**config.mk**
```make
export PLATFORM = sky130hd
export DESIGN_NAME = admf_lane
export DESIGN_NICKNAME = d
export VERILOG_FILES = /design/src/hw/rtl/admf_pkg.sv /design/src/hw/rtl/admf_lane.sv
export SDC_FILE = /design/constraint.sdc
export NUM_CORES = 1
export LEC_CHECK = 0
export BUFFER_PORTS_ARGS = -buffer_cell sky130_fd_sc_hd__buf_4
export CORE_MARGIN = 1
export CORE_UTILIZATION = 32
export DETAILED_ROUTE_END_ITERATION = 8
export GPL_TIMING_DRIVEN = 0
export HOLD_SLACK_MARGIN = 0.02
export SETUP_SLACK_MARGIN = 0.02
export SLEW_MARGIN = 30
export SYNTH_ARGS = -nofsm -noshare
export SYNTH_HDL_FRONTEND = slang
export SYNTH_SLANG_ARGS = --single-unit
```
**constraint.sdc**
```tcl
create_clock -name clock -period 0.8 [get_ports clock]
set_input_delay 0.08 -clock clock [delete_from_list [all_inputs] [get_ports clock]]
set_output_delay 0.08 -clock clock [all_outputs]
set_load 0.01 [all_outputs]
```
**src/hw/rtl/admf_pkg.sv**
```systemverilog
// ----------------------------------------------------------------------------
// admf_pkg
// Shared types, widths, request codes and the reciprocal table for the
// multichannel-to-mono downmix ring FIFO.
// ----------------------------------------------------------------------------
`timescale 1ns / 1ps
`default_nettype none

package admf_pkg;

   // Ring geometry (depth is a power of two, pointers wrap naturally)
   localparam int RING_DEPTH = 65536;
   localparam int PTR_W      = $clog2(RING_DEPTH);
   localparam int CNT_W      = PTR_W + 1;

   // Channel lanes
   localparam int MAX_CHANNELS = 8;
   localparam int CH_IDX_W     = $clog2(MAX_CHANNELS);
   localparam int CH_CFG_W     = 4;

   // Sample and arithmetic widths
   localparam int SAMPLE_W    = 18;                               // Q2.15
   localparam int SUM_W       = SAMPLE_W + $clog2(MAX_CHANNELS);  // signed sum
   localparam int MAG_W       = SUM_W;                            // |sum|
   localparam int NUM_W       = MAG_W + 1;                        // 2*|sum| + ch
   localparam int RECIP_W     = 27;
   localparam int RECIP_SHIFT = 27;
   localparam int PROD_W      = NUM_W + RECIP_W;
   localparam int MONO_W      = 17;                               // Q1.15, +1.0 allowed

   localparam logic [NUM_W-1:0]  Q_ONE_NUM  = NUM_W'(32768);
   localparam logic [MONO_W-1:0] Q_ONE_MONO = MONO_W'(32768);

   // Stream widths
   localparam int REQ_TDATA_W = ((MAX_CHANNELS * SAMPLE_W + 7) / 8) * 8;
   localparam int RSP_FIELD_W = MONO_W + CNT_W;
   localparam int RSP_TDATA_W = ((RSP_FIELD_W + 7) / 8) * 8;
   localparam int RSP_PAD_W   = RSP_TDATA_W - RSP_FIELD_W;

   localparam logic [CH_CFG_W-1:0] CH_CFG_RESET = CH_CFG_W'(1);
   localparam logic [CH_CFG_W-1:0] CH_CFG_MAX   = CH_CFG_W'(MAX_CHANNELS);

   typedef enum logic [1:0] {
      REQ_PUSH  = 2'd0,
      REQ_PULL  = 2'd1,
      REQ_FLUSH = 2'd2,
      REQ_NOP   = 2'd3
   } req_code_type;

   // Pipeline step enables from the sequencer
   typedef struct packed {
      logic load;     // capture lane samples
      logic sum_en;   // register adder tree result
      logic mul_en;   // register reciprocal product
   } admf_stage_type;

   // Effective channel count minus one: zero reads as one, above max saturates
   function automatic logic [CH_IDX_W-1:0] chan_index(input logic [CH_CFG_W-1:0] cfg);
      logic [CH_CFG_W-1:0] m1;
      m1 = cfg - CH_CFG_W'(1);
      if (cfg == '0) begin
         return '0;
      end else if (cfg > CH_CFG_MAX) begin
         return CH_IDX_W'(MAX_CHANNELS - 1);
      end else begin
         return m1[CH_IDX_W-1:0];
      end
   endfunction

   // ceil(2^27 / (2*ch)), indexed by ch-1; exact floor division for numerators < 2^22
   function automatic logic [RECIP_W-1:0] recip_lookup(input logic [CH_IDX_W-1:0] idx);
      logic [RECIP_W-1:0] r;
      unique case (idx)
         3'd0:    r = RECIP_W'(67108864);
         3'd1:    r = RECIP_W'(33554432);
         3'd2:    r = RECIP_W'(22369622);
         3'd3:    r = RECIP_W'(16777216);
         3'd4:    r = RECIP_W'(13421773);
         3'd5:    r = RECIP_W'(11184811);
         3'd6:    r = RECIP_W'(9586981);
         3'd7:    r = RECIP_W'(8388608);
         default: r = RECIP_W'(67108864);
      endcase
      return r;
   endfunction

endpackage

`default_nettype wire

```
**src/hw/rtl/admf_lane.sv**
```systemverilog
// ----------------------------------------------------------------------------
// admf_lane
// One channel lane: gates an inactive channel to zero, sign-extends the
// Q2.15 sample to sum width and registers it.
// ----------------------------------------------------------------------------
`timescale 1ns / 1ps
`default_nettype none

module admf_lane
   import admf_pkg::*;
(
   input  wire logic                       clock,
   input  wire logic                       load,
   input  wire logic                       active,
   input  wire logic signed [SAMPLE_W-1:0] sample,
   output logic signed [SUM_W-1:0]         lane_val
);

   logic signed [SUM_W-1:0] lane_in;
   logic signed [SUM_W-1:0] lane_ff;

   always_comb begin
      if (active) begin
         lane_in = {{(SUM_W - SAMPLE_W){sample[SAMPLE_W-1]}}, sample};
      end else begin
         lane_in = '0;
      end
   end

   always_ff @(posedge clock) begin
      if (load) begin
         lane_ff <= lane_in;
      end
   end

   assign lane_val = lane_ff;

endmodule

`default_nettype wire

```
Word-level counts from Yosys, hierarchy flattened:

Index checks and enable logic that the tools add are counted.

* bits in read-only memories: 0
* input port bits: 21
* bits in registers: 18
* logic and storage cells: 1
* memories: 0
* RAM bits: 0
* latch bits: 0

* bitwise operators: 0
* shifts and indexed selects: 0
* reduce and logical (&&, ||, !) cells: 0
* add/subtract/negate cells: 0
* $lt $le $gt $ge: 0
* multipliers: 0
* mux-type cells: 0
* equal/unequal tests: 0
* divide/modulo/power cells: 0

Depth between registers and ports, before layout:

Gate-level depths: netlist of the first run.

* depth after elaboration: 0
* mapped depth: 2
* mapped depth without buffers: 1

Least setup slack after synthesis of the first run:

No wires, ideal clock.

* kind: flip-flop to output port
* start point: reg lane_val[17] (netlist name)
* end point: out lane_val[18]
* path buffers: 1
* cell stages (with the launch flop): 2
* path slack: 0.108 ns
* arrival: 0.612 ns
* cell sequence: edfxtp_1 > buf_4

RTL lines
* end, declared: RTL line admf_lane.sv:16 `output logic signed [SUM_W-1:0] lane_val`

No word-level cell between the ends.

Final worst setup path of the first run:

* start point: reg lane_val[17] (netlist name)
* end point: out lane_val[19]

No word-level cell between the ends.

==> results.cfg, run 1 <==
[run_status]
status = finished, violations left
violations = negative setup slack

[routing]
drc = 0
first_pass_iters = 4
routed.top_layer = met4
drt-met1-wl_um = 472
via_count = 464
met3_length_um = 74
drtIter0Drc = 2
vias_per_cell = 4.143
detail-route-antenna-nets = 0
wl_met2_um = 620
drt_wl_total_um = 1193
detail_route.wl_per_cell_um = 10.65

[critical_path]
crit_path_cell_trace = buf_4 -> buf_6
crit_start = lane_val[17]
crit_path_end = lane_val[19]
slowest_delay_ps = 440
cp_data_arrival_time_ps = 990
cp-end-kind = output port
crit_fanout = 4
cp.required_ps = 720
cp-start-kind = register
crit_type = reg -> out
slowest_stage = edfxtp_1

[yosys]
synth.yosys.seq_area_share_pct = 76.73
synth.avg_cell_area_um2 = 17.61
syn_nets = 61
synthSimpleGateAreaFrac_pct = 18.47
synth_top_family_by_area = simple AND/OR/NAND/NOR gates
synth-warning-count = 0
synth_cells = 40
synth_mux_area_share_pct = 0
synthAdderAreaFrac_pct = 0
synth_xor_area_share_pct = 0
synth-compound-area-share_pct = 0
ys_types = 5
syn-cell-area_um2 = 704.4
synth_seq_cells = 18

[die]
die_height_um = 48.92
start_util_pct = 34.84
rows = 16
core-area_um2 = 2022
die_x_um = 48.92
die_area_um2 = 2393
io_pins = 42

[global_routing]
grt_pass1_wl_um = 1966
antenna_found_initial = 0
grtUsageTotal_pct = 11.55
grt_max_degree = 19
overflow = 0
grt_pass1_vias = 432

[cells_and_area]
multiInputGateArea_um2 = 130.1
fillers = 197
nNetsFinal = 107
regArea_um2 = 540.5
syn_to_final_growth_pct = 61.81
largest_reg_flops = 18
n_antenna_cell = 0
layout-drive-gt1-share_pct = 72.94

[clock_tree]
cts-root-buf = clkbuf_4
cts.reportedPaths.clkPinSlew_ps = 100
clockBufferDepth = 2
clkSinkCount = 18
cts_tree = built
cts_buffers = 3
htreeDepth = 1
hold_buffers = 0

[timing]
worst_pin_slew_ps = 226.1
hold_viol_final = 0
setup_tns_ps = -2480
max-slew-margin-rel_pct = 84.93
fmax_ghz = 0.9358
fin_crit_ps = 1069
setup_ws_ps = -268.7
period_share_pct = 133.6
setup_violations = 21
rsz0062_at_grt = true
final-max-slew-violation-count = 0

[power]
ir_worst_vdd_mv = 0.9881
p_per_area_nw_per_um2 = 1727
p_leak_nw = 0.4866
p_total_w = 0.001969

[placed_design]
dp_hpwl_um = 912.9
gp_congestion = 0.6166
io_buffers = 41

[hold_path]
hp-class = in -> reg
whs_path_depth = 2
hp-start = sample[12]

[run]
max-cap-violations = 0
==> final cells by class <==
type | instances | share of cell area (%)
flip-flops and latches | 18 | 47.42
clock buffers | 3 | 1.976
clock inverters | 1 | 0.3293
repair buffers | 41 | 32.93
multi-input cells | 18 | 11.42
well taps | 27 | 2.964
plain buffers | 4 | 2.964
==> per-stage QoR <==
stage | area, µm² | hold WS (ps) | std cells | util, % | setup WS (ps)
floorplan | 704.4 | 192.5 | 40 | - | 108.2
global placement | 1046 | 371.7 | 108 | 51.73 | 30.29
detailed placement | 1046 | 372.7 | 108 | 51.73 | 17.62
CTS | 1102 | 71.15 | 112 | 54.52 | -281.9
global route | 1140 | 67.00 | 112 | 56.37 | -320.8
finish | 1140 | 75.98 | 112 | 56.37 | -268.7
==> cells in the mapped netlist (all sizes together) <==
library cell	instances	share of area, %
and2	18	18
buf	4	4.8
edfxtp	18	77
==> worst min path at each step <==
stage                     slack (ps)            to
after floorplan                  190   lane_val[0]
after global placement           370  lane_val[13]
after detailed placement         370  lane_val[14]
after CTS                         70  lane_val[12]
after global routing              70  lane_val[11]
final                             80  lane_val[12]
==> placed cells by master (no fill, tap or decap), drive strengths merged <==
master  netlist  routed
and2         18      18
edfxtp       18      18
clkinv        0       1
clkbuf        0       3
buf           4      45
==> layer usage <==
layer  GRT usage, %  vias up
li1               -      224
met1          12.42      214
met2          19.44       24
met3          2.804        2
met4          8.824        0
met5              0        -
==> power by group <==
group / internal, W / leakage [nW] / switching [W] / total, W
Clock: 0.000181 / 0.0154 / 0.000266 / 0.000447
Sequential: 0.00112 / 0.173 / 0.0000325 / 0.00115
Combinational: 0.000247 / 0.298 / 0.000121 / 0.000368
==> critical path, delay by kind of cell, from the launching register on <==
family | cells | cell delay, ps
flops | 1 | 440
buf+inv | 2 | 270
==> what timing repair did <==
| item | in CTS | in global routing |
|---|---|---|
| gates resized for setup | 8 | 10 |
| setup endpoints to repair | 21 | 21 |
| buffers inserted | 0 | 0 |
| cloned | 0 | 0 |
==> cells by family after synthesis <==
family                 count (synthesis)
DFF                                   18
and+or+nand+nor                       18
buffers and inverters                  4
(Power assumes the default switching activity.)
==> inputs of run 2 (changes only) <==
Settings changed: CTS_BUF_LIST from default to sky130_fd_sc_hd__clkbuf_8, TNS_END_PERCENT from default to 100.
==> run 2 against run 1 <==
The run still ends with negative setup slack left. Clock power increased by 39%. Die area stayed put. Sequential power barely moved. Flip-flop and latch count unchanged. Routed wire length is 0.25% lower. Cell count stayed put. Highest routed layer unchanged.
==> results.cfg, run 2 (synthesized netlist as in run 1, its figures left out) <==
[timing]
max-slew-margin-rel_pct = 85.14
final-max-slew-violation-count = 0
worst_pin_slew_ps = 222.9
setup_violations = 21
period_share_pct = 127.4
setup_ws_ps = -219.0
fmax_ghz = 0.9813
hold_viol_final = 0
fin_crit_ps = 1019
rsz0062_at_grt = true
setup_tns_ps = -1448

[routing]
first_pass_iters = 4
detail_route.wl_per_cell_um = 10.63
vias_per_cell = 4.161
drt_wl_total_um = 1190
drtIter0Drc = 3
via_count = 466
drc = 0
detail-route-antenna-nets = 0

[critical_path]
crit_start = lane_val[17]
slowest_delay_ps = 430
cp_data_arrival_time_ps = 940
cp.depth = 2
crit_fanout = 4
cp.required_ps = 720
slowest_stage = edfxtp_1
cp-start-kind = register
crit_type = reg -> out
crit_path_cell_trace = buf_4 -> buf_6
cp-end-kind = output port
worst_path_dominant_cell_family = flip-flops
crit_buf_inv = 2
crit_path_end = lane_val[19]

[placed_design]
io_buffers = 41
dp_hpwl_um = 912.9
gp_congestion = 0.6166
place_area_um2 = 1046

[run_status]
status = finished, violations left
violations = negative setup slack

[global_routing]
grt_pass1_vias = 430
overflow = 0
grt_pass1_wl_um = 1966
grt_max_degree = 19
antenna_found_initial = 0
grtUsageTotal_pct = 11.35

[power]
ir_worst_vdd_mv = 1.068
p_total_w = 0.002146
p_per_area_nw_per_um2 = 1852
p_leak_nw = 0.4943

[clock_tree]
cts_buffers = 3
cts_resized = 8
cts.reportedPaths.clkPinSlew_ps = 70
cts_tree = built
htreeDepth = 1
cts-root-buf = clkbuf_8
hold_buffers = 0
postCtsSetupBuffers = 0
clockBufferDepth = 2
clkSinkCount = 18

[run]
max-cap-violations = 0

[cells_and_area]
final_common_cell = buf_4
largest_reg_flops = 18
syn_to_final_growth_pct = 64.48
regArea_um2 = 540.5
nNetsFinal = 107
stdcell_area_um2 = 1159
multiInputGateArea_um2 = 130.1
layout-drive-gt1-share_pct = 72.94
fillers = 193
n_antenna_cell = 0
layout_common_cells = buf_4, buf_6, edfxtp_1
final_util_pct = 57.30

[die]
die_area_um2 = 2393
rows = 16
io_pins = 42
core-area_um2 = 2022
start_util_pct = 34.84
die_height_um = 48.92
die_x_um = 48.92

[hold_path]
hp-class = in -> reg
[run 2: metrics by stage]
| step | hold slack (ps) | instances | setup WS (ps) |
|---|---|---|---|
| final | 117.0 | 112 | -219.0 |
| after floorplan | 192.5 | 40 | 108.2 |
| after global placement | 371.7 | 108 | 30.29 |
| after detailed placement | 372.7 | 108 | 17.62 |
| after global routing | 117.2 | 112 | -264.1 |
| after CTS | 116.4 | 112 | -228.4 |
[run 2: layout make-up]
class | count | area share (%)
sequential | 18 | 46.65
clock buffer | 3 | 3.564
tap | 27 | 2.916
clock inverter | 1 | 0.3240
multi-input combinational | 18 | 11.23
timing repair buffer | 41 | 32.40
buffer | 4 | 2.916
[run 2: power breakdown]
| group | switching [W] | internal, W |
|---|---|---|
| Clock | 0.000283 | 0.000340 |
| Combinational | 0.000121 | 0.000247 |
| Sequential | 0.0000325 | 0.00112 |
[run 2: worst min-delay path by stage]
| stage | from | cells after the start | to |
|---|---|---|---|
| global route | sample[11] | 2 | lane_val[11] |
| finish | sample[14] | 2 | lane_val[14] |
| CTS | sample[12] | 2 | lane_val[12] |
| floorplan | load | 0 | lane_val[0] |
| detailed placement | sample[14] | 2 | lane_val[14] |
| global placement | sample[13] | 2 | lane_val[13] |
[run 2: per-layer routing]
layer | global-route usage [%] | part of all wire [%] | up-vias
met5 | 0 | 0 | -
met1 | 12.42 | 39 | 216
met2 | 19.44 | 53 | 24
met3 | 2.804 | 6.1 | 2
met4 | 7.353 | 1.6 | 0
li1 | - | - | 224
