`src/hw/rtl/admf_pkg.sv`:
```
// ----------------------------------------------------------------------------
// admf_pkg
// Shared types, widths, request codes and the reciprocal table for the
// multichannel-to-mono downmix ring FIFO.
// ----------------------------------------------------------------------------
`timescale 1ns / 1ps
`default_nettype none

package admf_pkg;

   // Ring geometry (depth is a power of two, pointers wrap naturally)
   localparam int RING_DEPTH = 65536;
   localparam int PTR_W      = $clog2(RING_DEPTH);
   localparam int CNT_W      = PTR_W + 1;

   // Channel lanes
   localparam int MAX_CHANNELS = 8;
   localparam int CH_IDX_W     = $clog2(MAX_CHANNELS);
   localparam int CH_CFG_W     = 4;

   // Sample and arithmetic widths
   localparam int SAMPLE_W    = 18;                               // Q2.15
   localparam int SUM_W       = SAMPLE_W + $clog2(MAX_CHANNELS);  // signed sum
   localparam int MAG_W       = SUM_W;                            // |sum|
   localparam int NUM_W       = MAG_W + 1;                        // 2*|sum| + ch
   localparam int RECIP_W     = 27;
   localparam int RECIP_SHIFT = 27;
   localparam int PROD_W      = NUM_W + RECIP_W;
   localparam int MONO_W      = 17;                               // Q1.15, +1.0 allowed

   localparam logic [NUM_W-1:0]  Q_ONE_NUM  = NUM_W'(32768);
   localparam logic [MONO_W-1:0] Q_ONE_MONO = MONO_W'(32768);

   // Stream widths
   localparam int REQ_TDATA_W = ((MAX_CHANNELS * SAMPLE_W + 7) / 8) * 8;
   localparam int RSP_FIELD_W = MONO_W + CNT_W;
   localparam int RSP_TDATA_W = ((RSP_FIELD_W + 7) / 8) * 8;
   localparam int RSP_PAD_W   = RSP_TDATA_W - RSP_FIELD_W;

   localparam logic [CH_CFG_W-1:0] CH_CFG_RESET = CH_CFG_W'(1);
   localparam logic [CH_CFG_W-1:0] CH_CFG_MAX   = CH_CFG_W'(MAX_CHANNELS);

   typedef enum logic [1:0] {
      REQ_PUSH  = 2'd0,
      REQ_PULL  = 2'd1,
      REQ_FLUSH = 2'd2,
      REQ_NOP   = 2'd3
   } req_code_type;

   // Pipeline step enables from the sequencer
   typedef struct packed {
      logic load;     // capture lane samples
      logic sum_en;   // register adder tree result
      logic mul_en;   // register reciprocal product
   } admf_stage_type;

   // Effective channel count minus one: zero reads as one, above max saturates
   function automatic logic [CH_IDX_W-1:0] chan_index(input logic [CH_CFG_W-1:0] cfg);
      logic [CH_CFG_W-1:0] m1;
      m1 = cfg - CH_CFG_W'(1);
      if (cfg == '0) begin
         return '0;
      end else if (cfg > CH_CFG_MAX) begin
         return CH_IDX_W'(MAX_CHANNELS - 1);
      end else begin
         return m1[CH_IDX_W-1:0];
      end
   endfunction

   // ceil(2^27 / (2*ch)), indexed by ch-1; exact floor division for numerators < 2^22
   function automatic logic [RECIP_W-1:0] recip_lookup(input logic [CH_IDX_W-1:0] idx);
      logic [RECIP_W-1:0] r;
      unique case (idx)
         3'd0:    r = RECIP_W'(67108864);
         3'd1:    r = RECIP_W'(33554432);
         3'd2:    r = RECIP_W'(22369622);
         3'd3:    r = RECIP_W'(16777216);
         3'd4:    r = RECIP_W'(13421773);
         3'd5:    r = RECIP_W'(11184811);
         3'd6:    r = RECIP_W'(9586981);
         3'd7:    r = RECIP_W'(8388608);
         default: r = RECIP_W'(67108864);
      endcase
      return r;
   endfunction

endpackage

`default_nettype wire

```
`src/hw/rtl/admf_merge.sv`:
```
// ----------------------------------------------------------------------------
// admf_merge
// Merges the lane values: adder tree, magnitude and rounding offset, then a
// reciprocal multiply for the divide by channel count, clamp and sign.
// ----------------------------------------------------------------------------
`timescale 1ns / 1ps
`default_nettype none

module admf_merge
   import admf_pkg::*;
(
   input  wire logic                       clock,
   input  wire admf_stage_type             stage,
   input  wire logic [CH_IDX_W-1:0]        ch_idx,
   input  wire logic signed [SUM_W-1:0]    lane_val [MAX_CHANNELS],
   output logic signed [MONO_W-1:0]        mono
);

   logic signed [SUM_W-1:0] sum_acc;
   logic [MAG_W-1:0]        mag;
   logic [CH_CFG_W-1:0]     ch;
   logic [NUM_W-1:0]        numer_in;
   logic [NUM_W-1:0]        numer_ff;
   logic [RECIP_W-1:0]      recip_ff;
   logic                    neg_ff;
   logic                    neg2_ff;
   logic [PROD_W-1:0]       prod_in;
   logic [PROD_W-1:0]       prod_ff;
   logic [NUM_W-1:0]        quot;
   logic [MONO_W-1:0]       quot_sat;

   always_comb begin
      sum_acc = '0;
      for (int i = 0; i < MAX_CHANNELS; i++) begin
         sum_acc = sum_acc + lane_val[i];
      end
   end

   // round half away from zero: (2*|sum| + ch) / (2*ch)
   assign mag      = sum_acc[SUM_W-1] ? MAG_W'(-sum_acc) : MAG_W'(sum_acc);
   assign ch       = CH_CFG_W'(ch_idx) + CH_CFG_W'(1);
   assign numer_in = {mag, 1'b0} + NUM_W'(ch);

   always_ff @(posedge clock) begin
      if (stage.sum_en) begin
         numer_ff <= numer_in;
         recip_ff <= recip_lookup(ch_idx);
         neg_ff   <= sum_acc[SUM_W-1];
      end
   end

   assign prod_in = PROD_W'(numer_ff) * PROD_W'(recip_ff);

   always_ff @(posedge clock) begin
      if (stage.mul_en) begin
         prod_ff <= prod_in;
         neg2_ff <= neg_ff;
      end
   end

   assign quot     = prod_ff[PROD_W-1:RECIP_SHIFT];
   assign quot_sat = (quot > Q_ONE_NUM) ? Q_ONE_MONO : quot[MONO_W-1:0];
   assign mono     = neg2_ff ? -$signed(quot_sat) : $signed(quot_sat);

endmodule

`default_nettype wire

```
`config.mk`:
```
export PLATFORM = sky130hd
export DESIGN_NAME = admf_merge
export DESIGN_NICKNAME = d
export VERILOG_FILES = /design/src/hw/rtl/admf_pkg.sv /design/src/hw/rtl/admf_merge.sv
export SDC_FILE = /design/constraint.sdc
export NUM_CORES = 1
export LEC_CHECK = 0
export BUFFER_PORTS_ARGS = -buffer_cell sky130_fd_sc_hd__buf_2
export CELL_PAD_IN_SITES_DETAIL_PLACEMENT = 1
export CELL_PAD_IN_SITES_GLOBAL_PLACEMENT = 1
export CORE_MARGIN = 2
export CORE_UTILIZATION = 50
export CTS_BUF_LIST = sky130_fd_sc_hd__clkbuf_16
export CTS_CLUSTER_SIZE = 8
export DETAILED_ROUTE_END_ITERATION = 8
export GPL_TIMING_DRIVEN = 0
export PLACE_DENSITY_LB_ADDON = 0.1
export REMOVE_ABC_BUFFERS = 1
export SYNTH_ARGS = -nofsm -noshare
export SYNTH_HDL_FRONTEND = slang
export SYNTH_SLANG_ARGS = --single-unit
```
`constraint.sdc`:
```
create_clock -name clock -period 8.4 [get_ports clock]
set_clock_uncertainty 0.05 [all_clocks]
set_input_delay 1.26 -clock clock [delete_from_list [all_inputs] [get_ports clock]]
set_output_delay 1.26 -clock clock [all_outputs]
set_load 0.1 [all_outputs]
```
# Yosys cells after proc, flatten, opt, wreduce, memory -nomap -nowiden
# Memories as Yosys holds them, arrays and structs flattened. A register that Yosys moved wholly into a read port is not among the register bits.
# Cells that the tools add are included.
# totals
regBits,73
mem_bits_ro,216
input_bits,175
out_inout_bits,17
elab_cells,21
memories,1
# classes
addsub,11
multipliers,1
order_cmp,1
n_mux,3
# mem_list
memory,depth,word_bits,read_ports,rd_clocked_by_memory_dff,write_ports,line,source
(name not given),8,27,1,1,0,admf_pkg.sv:73,unique case (idx)
# ops
op,n
$add 21x21->21,7
$mul 22x27->49,1
$mux 17,2
$add 22x4->22,1
$gt 22x16->1 const B,1
$mux 21,1
$neg 21->21,1
$neg 17->17,1
$add 3x1->4 const B,1

# Logic depth before layout (Yosys ltp)
# Gate-level depths: netlist (run 1).
# logic_depth
ltp_word,10
mapped_depth,27
ltp_nobuf,25

# Worst setup path after synthesis (run 1)
# Ideal clock, no wire load.
# synth_timing
path_kind,in2reg
start,input port lane_val[65] (netlist bit)
end,register numer_ff[21] (data pin)
setup_time_ps,180
arrival_ps,7259
required_time_ps,8170
slack_ps,911
path_stages,23
n_path_buf,2
cell_sequence,inv_1 -> fa_1 -> inv_1 -> fa_1 -> fa_1 -> fa_1 -> ha_1 -> fa_1 -> a211o_1 -> a21boi_4 -> o211a_4 -> o21ai_2 -> xor2_2 -> inv_2 -> buf_1 -> buf_1 -> o21ai_0 -> ha_1 -> a21oi_1 -> a2111oi_4 -> o211ai_2 -> nand2b_4 -> o41ai_2
# synth_via
elab_chain_cells,7
# synth_rtl
item,line,source
"start, declared",admf_merge.sv:15,"input wire logic signed [SUM_W-1:0] lane_val [MAX_CHANNELS],"
$add 21x21->21 * (4 in series),admf_merge.sv:35,sum_acc = sum_acc + lane_val[i];
via sum_acc[20],admf_merge.sv:19,logic signed [SUM_W-1:0] sum_acc;
$neg 21->21,admf_merge.sv:40,assign mag = sum_acc[SUM_W-1] ? MAG_W'(-sum_acc) : MAG_W'(sum_acc);
$mux 21 *,admf_merge.sv:40,
$add 22x4->22 *,admf_merge.sv:42,"assign numer_in = {mag, 1'b0} + NUM_W'(ch);"
via numer_in[21],admf_merge.sv:22,logic [NUM_W-1:0] numer_in;
"end signal, assigned",admf_merge.sv:46,numer_ff <= numer_in;
"end, declared",admf_merge.sv:23,logic [NUM_W-1:0] numer_ff;
# Mark *: on every way through the listed nets, which the timed path passes. The rest lies on a longest branch.
# A chain may end at the register's enable or synchronous reset.

# Final worst setup path (run 1)
# layout_timing
start,register numer_ff[7]
end,register prod_ff[42] (data pin)
# layout_via
elab_chain_cells,1
# layout_rtl
item,line,source
$mul 22x27->49,admf_merge.sv:52,assign prod_in = PROD_W'(numer_ff) * PROD_W'(recip_ff);
via prod_in[42],admf_merge.sv:27,logic [PROD_W-1:0] prod_in;
"end signal, assigned",admf_merge.sv:56,prod_ff <= prod_in;
"end, declared",admf_merge.sv:28,logic [PROD_W-1:0] prod_ff;
# The timed path passes the listed nets, and every way through them passes these cells.

==> run_results.csv, run 1 <==
group,metric,value,unit
setup_path,path_delay_family,"adder cells",
clock_tree,cts_buffers,9,
setup_path,largest_stage_delay_on_the_critical_path,0.74,ns
min_path,min_path_cells,0,
route,routed_wl,68.7,mm
route,avgRoutedWirePerCell,21.0,um
synthesis,synth.top_cells.by_count,"inv_1, fa_1, nand2_1",
timing,finalHoldViolations,0,
clock_tree,worstSkewPairLatency,0.39,ns
route,vias,17600,
clock_tree,clkSlewWorstSetupHoldPaths,0.06,ns
synthesis,post-synth-top-count-cell,"inv_1",
synthesis,synthArstFlopShare,0,%
synthesis,post_synth_main_area_contributors,"fa_1, inv_1, ha_1",
setup_path,cp_max_fo,13,
synthesis,syn-instance-count,2488,
setup_path,worst_r2r_startpoint,"numer_ff[7]$_DFFE_PP_",
final_layout,drive_gt1_share,11.0,%
route,drtPass1Iterations,5,
synthesis,post-synth-top-area-fraction,46.6,%
timing,setup_viol,0,
clock_tree,holdBufCountCts,0,
synthesis,avgSynthCellArea,9.47,um2
setup_path,crit_type,"reg -> reg",
flow_run,maxCapViolations,0,
floorplan,initial_core_util,50.6,%
synthesis,synth_edf_count,59,
timing,maxSlewViolCount,0,
clock_tree,clock-root-buffer,"clkbuf_16",
placement,place.detailed.hpwl,56.4,mm
outcome,outcome,"completed",
global_route,antenna_violations_before_repair,3,
setup_path,timing.reg2reg.worst_path_depth,22,
setup_path,cp_common_cell,"fa_1",
placement,io_buffers,190,
synthesis,ys.warnings.count,0,
setup_path,r2r_slack,0.43,ns
final_layout,num-fill-cells,5353,
floorplan,die_area,48900,um2
timing,min_period_over_period,94.8,%
clock_tree,cts_tree,"built",
min_path,min_from,"neg_ff$_DFFE_PP_",
timing,fmax,0.126,GHz
min_path,min_delay_worst_type,"reg -> reg",
setup_path,slowest_stage,"edfxtp_1",
global_route,grt.total_usage,28.6,%
setup_path,critPathCaptureType,"flop",
floorplan,num_rows,79,
timing,fin_tns_setup,0,ns
global_route,globalRouteOverflowTotal,0,
floorplan,floorplan.io_pins,192,
setup_path,critPathRequiredTime,8.47,ns
clock_tree,tritoncts_num_sinks,59,
route,viasPerCell,5.37,
floorplan,core-area,46600,um2
min_path,hold_end,"neg2_ff$_DFFE_PP_",
timing,unrepaired_setup_endpoints_after_global_routing,"no",
clock_tree,maximum_buffer_depth_of_the_clock_tree,2,
synthesis,yosys_most_used_dff,"edfxtp_1",
synthesis,synth_seq_area_share,7.52,%
synthesis,yosysTopAreaCell,"fa_1",
setup_path,cp_data_arrival_time,8.03,ns
floorplan,die_width,221,um
synthesis,synth.distinct_cells,91,
setup_path,crit_path_start_kind,"flop",
route,drtAntennaViolNets,0,
setup_path,series_of_cell_instances_along_the_critical_path,"nand2_1 -> fa_1 -> inv_1 -> fa_1 -> inv_1 -> fa_1 -> inv_1 -> fa_1 -> fa_1 -> fa_1 -> fa_1 -> ha_1 -> a21o_1 -> a21o_1 -> or3b_2 -> a221oi_1 -> o31a_1 -> o311ai_2 -> and2_1 -> a211oi_2 -> o21ai_0 -> xor2_1",
global_route,grt_pass1_wl,107,mm
final_layout,synthToLayoutAreaGrowth,9.34,%
timing,hold_slack,0.552,ns
synthesis,synth.cell_area,23600,um2
final_layout,finalNetCount,3573,
setup_path,crit_path_buffers_inverters,3,
timing,period_needed,7.97,ns
synthesis,postSynthRegisterBits,59,
setup_path,critical_path.reg2reg.endpoint,"prod_ff[42]$_DFFE_PP_",
clock_tree,htree_levels,3,
floorplan,die_h,221,um
timing,worst-slew-pin-transition,0.911,ns
global_route,number_of_global_route_vias_before_repair,20000,
route,drt_iter0_drc,1024,
route,drc,0,
placement,final_weighted_congestion_in_routability_driven_placement,0.936,
timing,maxSlewHeadroom,38.8,%
global_route,grt_start_max_net_pins,37,
per-stage QoR:
step                      cells  worst slack [ns]  area (um2)  util [%]
after floorplan            2416             0.796       23300         -
after global placement     3213            -0.460       25000      53.7
after detailed placement   3213            -0.687       25000      53.7
after CTS                  3237            0.0257       25400      54.5
after global routing       3273             0.124       25800      55.3
final                      3274             0.433       25800      55.3
cells by family (layout without fill, tap and decap cells):
| logic type | Yosys count | after routing | synth area share, % |
|---|---|---|---|
| AOI/OAI and AO/OA | 246 | 246 | 7.42 |
| xor gates and xnor gates | 90 | 91 | 3.44 |
| adders and majority gates | 738 | 738 | 56.7 |
| buffers and inverters | 797 | 973 | 12.8 |
| DFF | 59 | 59 | 7.52 |
| muxes | 6 | 6 | 0.287 |
| other | 0 | 2 | 0 |
| and+or+nand+nor | 552 | 552 | 11.9 |
registers in the layout, indices dropped and copies added, names as in the netlist:
signal / count
numer_ff: 22
prod_ff: 22
recip_ff: 13
neg2_ff: 1
neg_ff: 1
layout by cell type (no fill, tap or decap), types with 6 or more instances in the layout:
cell type,count
o21ai_0,48
nand3_1,21
buf_2,190
clkbuf_16,9
a21o_1,25
nor2b_1,12
nor3_1,23
o31ai_1,6
and2_1,132
nor2_1,61
edfxtp_1,59
xor2_1,33
nand2_1,219
buf_12,8
inv_1,725
buf_6,11
o21bai_1,6
a211oi_1,9
nor4_1,10
or3_1,10
o21a_1,9
fa_1,548
or2_2,6
nand4_1,7
and3_1,9
a21oi_1,65
buf_4,21
xnor2_1,55
a31oi_1,9
ha_1,190
worst max-delay path by stage:
stage / cells after the start / to / start / slack [ns]
CTS: 22 / prod_ff[42]$_DFFE_PP_ / recip_ff[19]$_SDFFCE_PN0P_ / 0.03
finish: 22 / prod_ff[42]$_DFFE_PP_ / numer_ff[7]$_DFFE_PP_ / 0.43
floorplan: 22 / numer_ff[21]$_DFFE_PP_ / lane_val[65] / 0.80
global placement: 20 / prod_ff[48]$_DFFE_PP_ / recip_ff[22]$_DFFE_PP_ / -0.46
global route: 22 / prod_ff[42]$_DFFE_PP_ / numer_ff[7]$_DFFE_PP_ / 0.12
detailed placement: 20 / prod_ff[48]$_DFFE_PP_ / recip_ff[22]$_DFFE_PP_ / -0.69
worst register-to-register path, delay by kind of cell, from the launching register on:
family / cells / cell delay [ns]
compound gates: 7 / 1.63
xor+xnor: 1 / 0.15
fa+ha+maj: 8 / 3.88
buf+inv: 3 / 0.19
flops: 1 / 0.74
simple gates: 3 / 1.05
layout make-up:
cell class,count,area [um2],area share (%)
diodes,2,5.00,0.0194
clock buffers,9,225,0.874
clock inverters,7,36.3,0.141
inverters,725,2720,10.6
multi-input cells,1633,18800,73.1
flip-flops and latches,59,1770,6.88
well taps,607,759,2.95
repair buffers,232,1420,5.52
metal layers:
layer	up-vias	GRT usage [%]	wire length, um
li1	7814	-	-
met1	9052	34.2	25900
met2	573	51.1	35200
met3	134	6.41	5040
met4	2	9.18	2490
met5	-	0.782	49
repair_timing:
item	CTS	global route
gates resized for setup	3	2
setup endpoints to repair	15	8
cloned	0	1
pin swaps	0	1
setup buffers	8	34
Power of run 1 is not shown: default switching activity piles up to over one toggle a cycle in this logic, so the estimate is an artifact.
==> inputs of run 2 (changes only) <==
--- a/config.mk
+++ b/config.mk
@@ -14,8 +14,9 @@
 export CTS_CLUSTER_SIZE = 8
 export DETAILED_ROUTE_END_ITERATION = 8
 export GPL_TIMING_DRIVEN = 0
-export PLACE_DENSITY_LB_ADDON = 0.1
+export PLACE_DENSITY_LB_ADDON = 0.3
 export REMOVE_ABC_BUFFERS = 1
+export SKIP_LAST_GASP = 1
 export SYNTH_ARGS = -nofsm -noshare
 export SYNTH_HDL_FRONTEND = slang
 export SYNTH_SLANG_ARGS = --single-unit
==> run_results.csv, run 2 (synthesis results as in run 1) <==
group,metric,value,unit
outcome,outcome,"completed",
timing,worst-slew-pin-transition,1.05,ns
timing,finalHoldViolations,0,
clock_tree,tritoncts_num_sinks,59,
setup_path,cp_common_cell,"fa_1",
setup_path,crit_path_buffers_inverters,3,
floorplan,die_h,221,um
final_layout,num-fill-cells,5335,
timing,maxSlewHeadroom,30.3,%
global_route,globalRouteOverflowTotal,0,
route,drc,0,
timing,setup_viol,0,
global_route,grt.total_usage,29.1,%
final_layout,synthToLayoutAreaGrowth,9.90,%
floorplan,initial_core_util,50.6,%
final_layout,layout.cells.most_common_list,"inv_1, fa_1, nand2_1",
clock_tree,cts_tree,"built",
setup_path,critPathRequiredTime,8.46,ns
floorplan,die_width,221,um
placement,final_weighted_congestion_in_routability_driven_placement,0.948,
placement,io_buffers,190,
placement,numPlacedInstances,3213,
setup_path,crit_type,"reg -> reg",
floorplan,num_rows,79,
clock_tree,clock-root-buffer,"clkbuf_16",
global_route,number_of_global_route_vias_before_repair,20300,
floorplan,floorplan.io_pins,192,
clock_tree,worstSkewPairLatency,0.37,ns
final_layout,drive_gt1_share,11.7,%
route,viasPerCell,5.40,
route,vias,17800,
global_route,grt_pass1_wl,109,mm
timing,fmax,0.125,GHz
clock_tree,holdBufCountCts,0,
global_route,antenna_violations_before_repair,3,
placement,place.detailed.hpwl,57.1,mm
final_layout,finalNetCount,3593,
route,routed_wl,70.5,mm
clock_tree,cts_buffers,9,
final_layout,final_std_cell_area_no_fill,25900,um2
timing,hold_slack,0.572,ns
timing,period_needed,7.99,ns
route,avgRoutedWirePerCell,21.4,um
setup_path,path_delay_family,"adder cells",
setup_path,slowest_stage,"edfxtp_1",
setup_path,largest_stage_delay_on_the_critical_path,0.79,ns
clock_tree,maximum_buffer_depth_of_the_clock_tree,2,
setup_path,critPathCaptureType,"flop",
timing,min_period_over_period,95.1,%
route,drtPass1Iterations,5,
global_route,grt_start_max_net_pins,37,
flow_run,maxCapViolations,0,
timing,maxSlewViolCount,0,
clock_tree,htree_levels,3,
setup_path,cp_max_fo,13,
floorplan,die_area,48900,um2
setup_path,series_of_cell_instances_along_the_critical_path,"nand2_1 -> fa_1 -> inv_1 -> fa_1 -> fa_1 -> fa_1 -> fa_1 -> fa_1 -> inv_1 -> fa_1 -> inv_1 -> ha_1 -> a21oi_1 -> o21a_1 -> or3b_2 -> a221oi_1 -> o31a_1 -> o311ai_2 -> and2_1 -> a211oi_2 -> o21ai_0 -> xor2_1",
placement,placed_inst_area,25000,um2
final_layout,layoutNonFillerInstCount,3295,
setup_path,cp_data_arrival_time,8.05,ns
timing,unrepaired_setup_endpoints_after_global_routing,"no",
final_layout,top_regs,"numer_ff (22), prod_ff (22), recip_ff (13)",
route,drtAntennaViolNets,0,
min_path,min_delay_worst_type,"reg -> reg",
setup_path,crit_path_start_kind,"flop",
final_layout,layout.cells.most_common,"inv_1",
route,drt_iter0_drc,1079,
floorplan,core-area,46600,um2
clock_tree,clkSlewWorstSetupHoldPaths,0.06,ns
-- run 2: cell count changes in the layout (fill, tap and decap cells not counted) --
cell / previous run / this run
buf_12: 8 / 6
buf_4: 21 / 44
buf_6: 11 / 7
buf_8: 2 / 5
clkinv_1: 2 / 1
clkinv_2: 2 / 3
diode_2: 2 / 4
inv_1: 725 / 724
nand2_1: 219 / 220
nand2_2: 1 / 0
-- run 2: what timing repair did --
| item | in CTS | in global routing |
|---|---|---|
| gates resized for setup | 2 | 2 |
| pin swaps | 0 | 1 |
| gates cloned | 0 | 1 |
| setup endpoints to repair | 12 | 10 |
| endpoints found under the hold margin | 0 | 0 |
| setup buffers | 17 | 45 |
-- run 2: metal layers --
metal | vias to the layer above | wire length (um) | global-route usage (%)
met3 | 157 | 4200 | 4.69
li1 | 7862 | - | -
met1 | 9185 | 27000 | 34.5
met4 | 0 | 3350 | 12.0
met2 | 589 | 35900 | 52.3
met5 | - | 0 | 0
-- run 2: worst register-to-register path: stages, from the launching register on --
cell	delay [ns]
edfxtp_1	0.79
nand2_1	0.26
fa_1	0.58
inv_1	0.05
fa_1	0.58
fa_1	0.53
fa_1	0.52
fa_1	0.46
fa_1	0.54
inv_1	0.06
fa_1	0.43
inv_1	0.10
ha_1	0.28
a21oi_1	0.22
o21a_1	0.18
or3b_2	0.45
a221oi_1	0.22
o31a_1	0.31
o311ai_2	0.23
and2_1	0.29
a211oi_2	0.30
o21ai_0	0.16
xor2_1	0.16
-- run 2: through the flow --
| step | setup TNS (ns) | utilization [%] | setup slack (ns) |
|---|---|---|---|
| after floorplan | 0 | - | 0.796 |
| after global placement | -3.71 | 53.7 | -0.410 |
| after detailed placement | -6.58 | 53.7 | -0.568 |
| after CTS | 0 | 54.7 | 0.0258 |
| after global routing | 0 | 55.6 | 0.0757 |
| final | 0 | 55.6 | 0.409 |
-- run 2: path summary, 6_finish.rpt --
check	from	to	slack (ns)	cells past startpoint
max	numer_ff[1]$_DFFE_PP_	prod_ff[42]$_DFFE_PP_	0.41	22
min	neg_ff$_DFFE_PP_	neg2_ff$_DFFE_PP_	0.57	0
max reg2reg	numer_ff[1]$_DFFE_PP_	prod_ff[42]$_DFFE_PP_	0.41	22
min reg2reg	neg_ff$_DFFE_PP_	neg2_ff$_DFFE_PP_	0.57	0
-- run 2: cell type report --
| cell class | count | area [um2] | area share (%) |
|---|---|---|---|
| antenna | 4 | 10.0 | 0.0387 |
| clock buffer | 9 | 225 | 0.870 |
| clock inverter | 6 | 33.8 | 0.130 |
| inverter | 725 | 2720 | 10.5 |
| multi-input combinational | 1633 | 18800 | 72.7 |
| sequential | 59 | 1770 | 6.84 |
| tap | 607 | 759 | 2.93 |
| timing repair buffer | 252 | 1560 | 6.01 |
Power of run 2 is left out for the same reason.
==> inputs of run 3 (changes only) <==
--- a/config.mk
+++ b/config.mk
@@ -5,11 +5,12 @@
 export SDC_FILE = /design/constraint.sdc
 export NUM_CORES = 1
 export LEC_CHECK = 0
-export BUFFER_PORTS_ARGS = -buffer_cell sky130_fd_sc_hd__buf_2
+export ABC_AREA = 1
+export BUFFER_PORTS_ARGS = -buffer_cell sky130_fd_sc_hd__buf_4
 export CELL_PAD_IN_SITES_DETAIL_PLACEMENT = 1
 export CELL_PAD_IN_SITES_GLOBAL_PLACEMENT = 1
 export CORE_MARGIN = 2
-export CORE_UTILIZATION = 50
+export CORE_UTILIZATION = 44
 export CTS_BUF_LIST = sky130_fd_sc_hd__clkbuf_16
 export CTS_CLUSTER_SIZE = 8
 export DETAILED_ROUTE_END_ITERATION = 8
==> constraint.sdc (replaced) <==
create_clock -name clock -period 6.45 [get_ports clock]
set_clock_uncertainty 0.05 [all_clocks]
set_input_delay 0.9675 -clock clock [delete_from_list [all_inputs] [get_ports clock]]
set_output_delay 0.9675 -clock clock [all_outputs]
set_load 0.1 [all_outputs]
==> run_results.csv, run 3 <==
group,metric,value,unit
outcome,outcome,"complete, but fails checks",
outcome,failed_checks,"negative setup slack",
timing,setup_slack,-0.487,ns
synthesis,yosys_most_used_dff,"edfxtp_1",
clock_tree,tritoncts_num_sinks,59,
timing,setup_viol,22,
synthesis,synth_seq_area_share,7.36,%
setup_path,largest_stage_delay_on_the_critical_path,0.60,ns
synthesis,post-synth-top-count-cell,"inv_1",
placement,final_weighted_congestion_in_routability_driven_placement,0.984,
floorplan,num_rows,85,
placement,io_buffers,190,
clock_tree,clock-root-buffer,"clkbuf_16",
final_layout,layout.cells.most_common_list,"inv_1, nand2_1, fa_1",
clock_tree,clkSlewWorstSetupHoldPaths,0.06,ns
placement,placed_inst_area,26100,um2
setup_path,crit_type,"reg -> reg",
synthesis,yosysTopAreaCell,"fa_1",
timing,maxSlewHeadroom,59.2,%
timing,min_period_over_period,108,%
synthesis,avgSynthCellArea,8.30,um2
floorplan,core-area,53900,um2
clock_tree,worstSkewPairLatency,0.35,ns
timing,unrepaired_setup_endpoints_after_global_routing,"yes",
setup_path,critPathRequiredTime,6.49,ns
timing,finalHoldViolations,0,
timing,maxSlewViolCount,0,
final_layout,final_std_cell_area_no_fill,29200,um2
setup_path,r2r_slack,-0.49,ns
final_layout,drive_gt1_share,19.0,%
setup_path,crit_path_buffers_inverters,6,
floorplan,initial_core_util,44.7,%
final_layout,top_regs,"numer_ff (22), prod_ff (22), recip_ff (13)",
synthesis,postSynthRegisterBits,59,
synthesis,ys.warnings.count,0,
clock_tree,htree_levels,3,
setup_path,path_delay_family,"adder cells",
final_layout,synthToLayoutAreaGrowth,21.4,%
flow_run,maxCapViolations,0,
floorplan,floorplan.io_pins,192,
global_route,globalRouteOverflowTotal,0,
route,viasPerCell,5.19,
setup_path,cp_common_cell,"fa_1",
global_route,grt_pass1_wl,131,mm
synthesis,post_synth_main_area_contributors,"fa_1, inv_1, ha_1",
route,routed_wl,84.8,mm
setup_path,cp_max_fo,10,
timing,fmax,0.144,GHz
floorplan,die_h,238,um
setup_path,crit_path_start_kind,"flop",
global_route,grt.total_usage,30.7,%
clock_tree,holdBufCountCts,0,
synthesis,synth_edf_count,59,
route,drtAntennaViolNets,0,
floorplan,die_width,238,um
route,vias,20400,
synthesis,synthArstFlopShare,0,%
setup_path,series_of_cell_instances_along_the_critical_path,"buf_12 -> nand2_1 -> inv_1 -> fa_1 -> fa_2 -> buf_4 -> fa_1 -> inv_1 -> fa_1 -> inv_1 -> fa_1 -> fa_1 -> fa_1 -> ha_4 -> a21oi_1 -> inv_1 -> a31oi_1 -> o21ai_1 -> o21ai_1 -> nand3_2 -> nand2_1 -> o211ai_1 -> a31oi_1 -> xor2_1",
placement,place.detailed.hpwl,66.1,mm
timing,worst-slew-pin-transition,0.606,ns
clock_tree,maximum_buffer_depth_of_the_clock_tree,2,
route,drc,0,
clock_tree,cts_tree,"built",
synthesis,synth.top_cells.by_count,"inv_1, nand2_1, fa_1",
clock_tree,cts_buffers,9,
final_layout,antenna_cells_inserted,0,
synthesis,synth.distinct_cells,51,
global_route,grt_start_max_net_pins,37,
setup_path,critPathCaptureType,"flop",
setup_path,cp_data_arrival_time,6.98,ns
route,drt_iter0_drc,1207,
synthesis,synth.cell_area,24100,um2
global_route,antenna_violations_before_repair,0,
synthesis,post-synth-top-area-fraction,45.6,%
synthesis,syn-instance-count,2902,
min_path,min_delay_worst_type,"reg -> reg",
final_layout,layout.cells.most_common,"inv_1",
timing,fin_tns_setup,-5.98,ns
global_route,number_of_global_route_vias_before_repair,23600,
route,avgRoutedWirePerCell,21.6,um
setup_path,slowest_stage,"fa_1",
final_layout,finalNetCount,4143,
floorplan,die_area,56600,um2
route,drtPass1Iterations,7,
timing,period_needed,6.94,ns
==> run 3: what timing repair did <==
action / CTS / global route
cloned: 1 / 0
setup buffers: 146 / 33
gates resized for setup: 127 / 121
setup endpoints to repair: 36 / 34
pin swaps: 59 / 86
==> run 3: routing by layer <==
layer | vias up | track usage [%] | wire length (um)
met5 | - | 0 | 0
met3 | 226 | 4.26 | 5350
met1 | 10400 | 36.3 | 31400
met4 | 0 | 13.1 | 4550
met2 | 760 | 55.6 | 43500
li1 | 8991 | - | -
==> run 3: kinds of logic (layout without fill, tap and decap cells) <==
group / after synthesis / after routing / share of synthesized area [%]
buf+inv: 1021 / 1353 / 16.0
simple gates: 849 / 850 / 14.7
flops: 59 / 59 / 7.36
fa+ha+maj: 738 / 738 / 55.4
xor+xnor: 69 / 69 / 2.54
compound gates: 166 / 166 / 3.89
==> run 3: stage by stage <==
step | hold slack [ns] | setup slack (ns) | instances | utilization [%]
after floorplan | 0.350 | 0.134 | 2849 | -
after global placement | 0.387 | -1.46 | 3735 | 48.5
after detailed placement | 0.357 | -1.45 | 3735 | 48.5
after CTS | 0.403 | -0.396 | 3898 | 52.7
after global routing | 0.415 | -0.613 | 3931 | 54.2
final | 0.395 | -0.487 | 3931 | 54.2
==> run 3: worst register-to-register path, delay by kind of cell (launching register included) <==
kind / cells / cell delay [ns]
adders and majority gates: 8 / 4.01
AOI/OAI and AO/OA: 6 / 1.02
buffers and inverters: 6 / 0.66
DFF: 1 / 0.43
and+or+nand+nor: 3 / 0.40
xor gates and xnor gates: 1 / 0.10
==> run 3: cell type report <==
type	count	area [um2]
fill	6374	24700
inverter	968	3640
timing repair buffer	369	3210
clock buffer	9	225
clock inverter	7	57.6
tap	696	871
sequential	59	1770
multi-input combinational	1823	19500
==> run 3: worst paths after layout <==
kind	startpoint	depth (start not counted)	to
worst max-delay path	recip_ff[17]$_SDFFCE_PN0P_	24	prod_ff[48]$_DFFE_PP_
worst min-delay path	neg_ff$_DFFE_PP_	0	neg2_ff$_DFFE_PP_
worst max register to register	recip_ff[17]$_SDFFCE_PN0P_	24	prod_ff[48]$_DFFE_PP_
worst min register to register	neg_ff$_DFFE_PP_	0	neg2_ff$_DFFE_PP_
Power of run 3 is left out for the same reason.
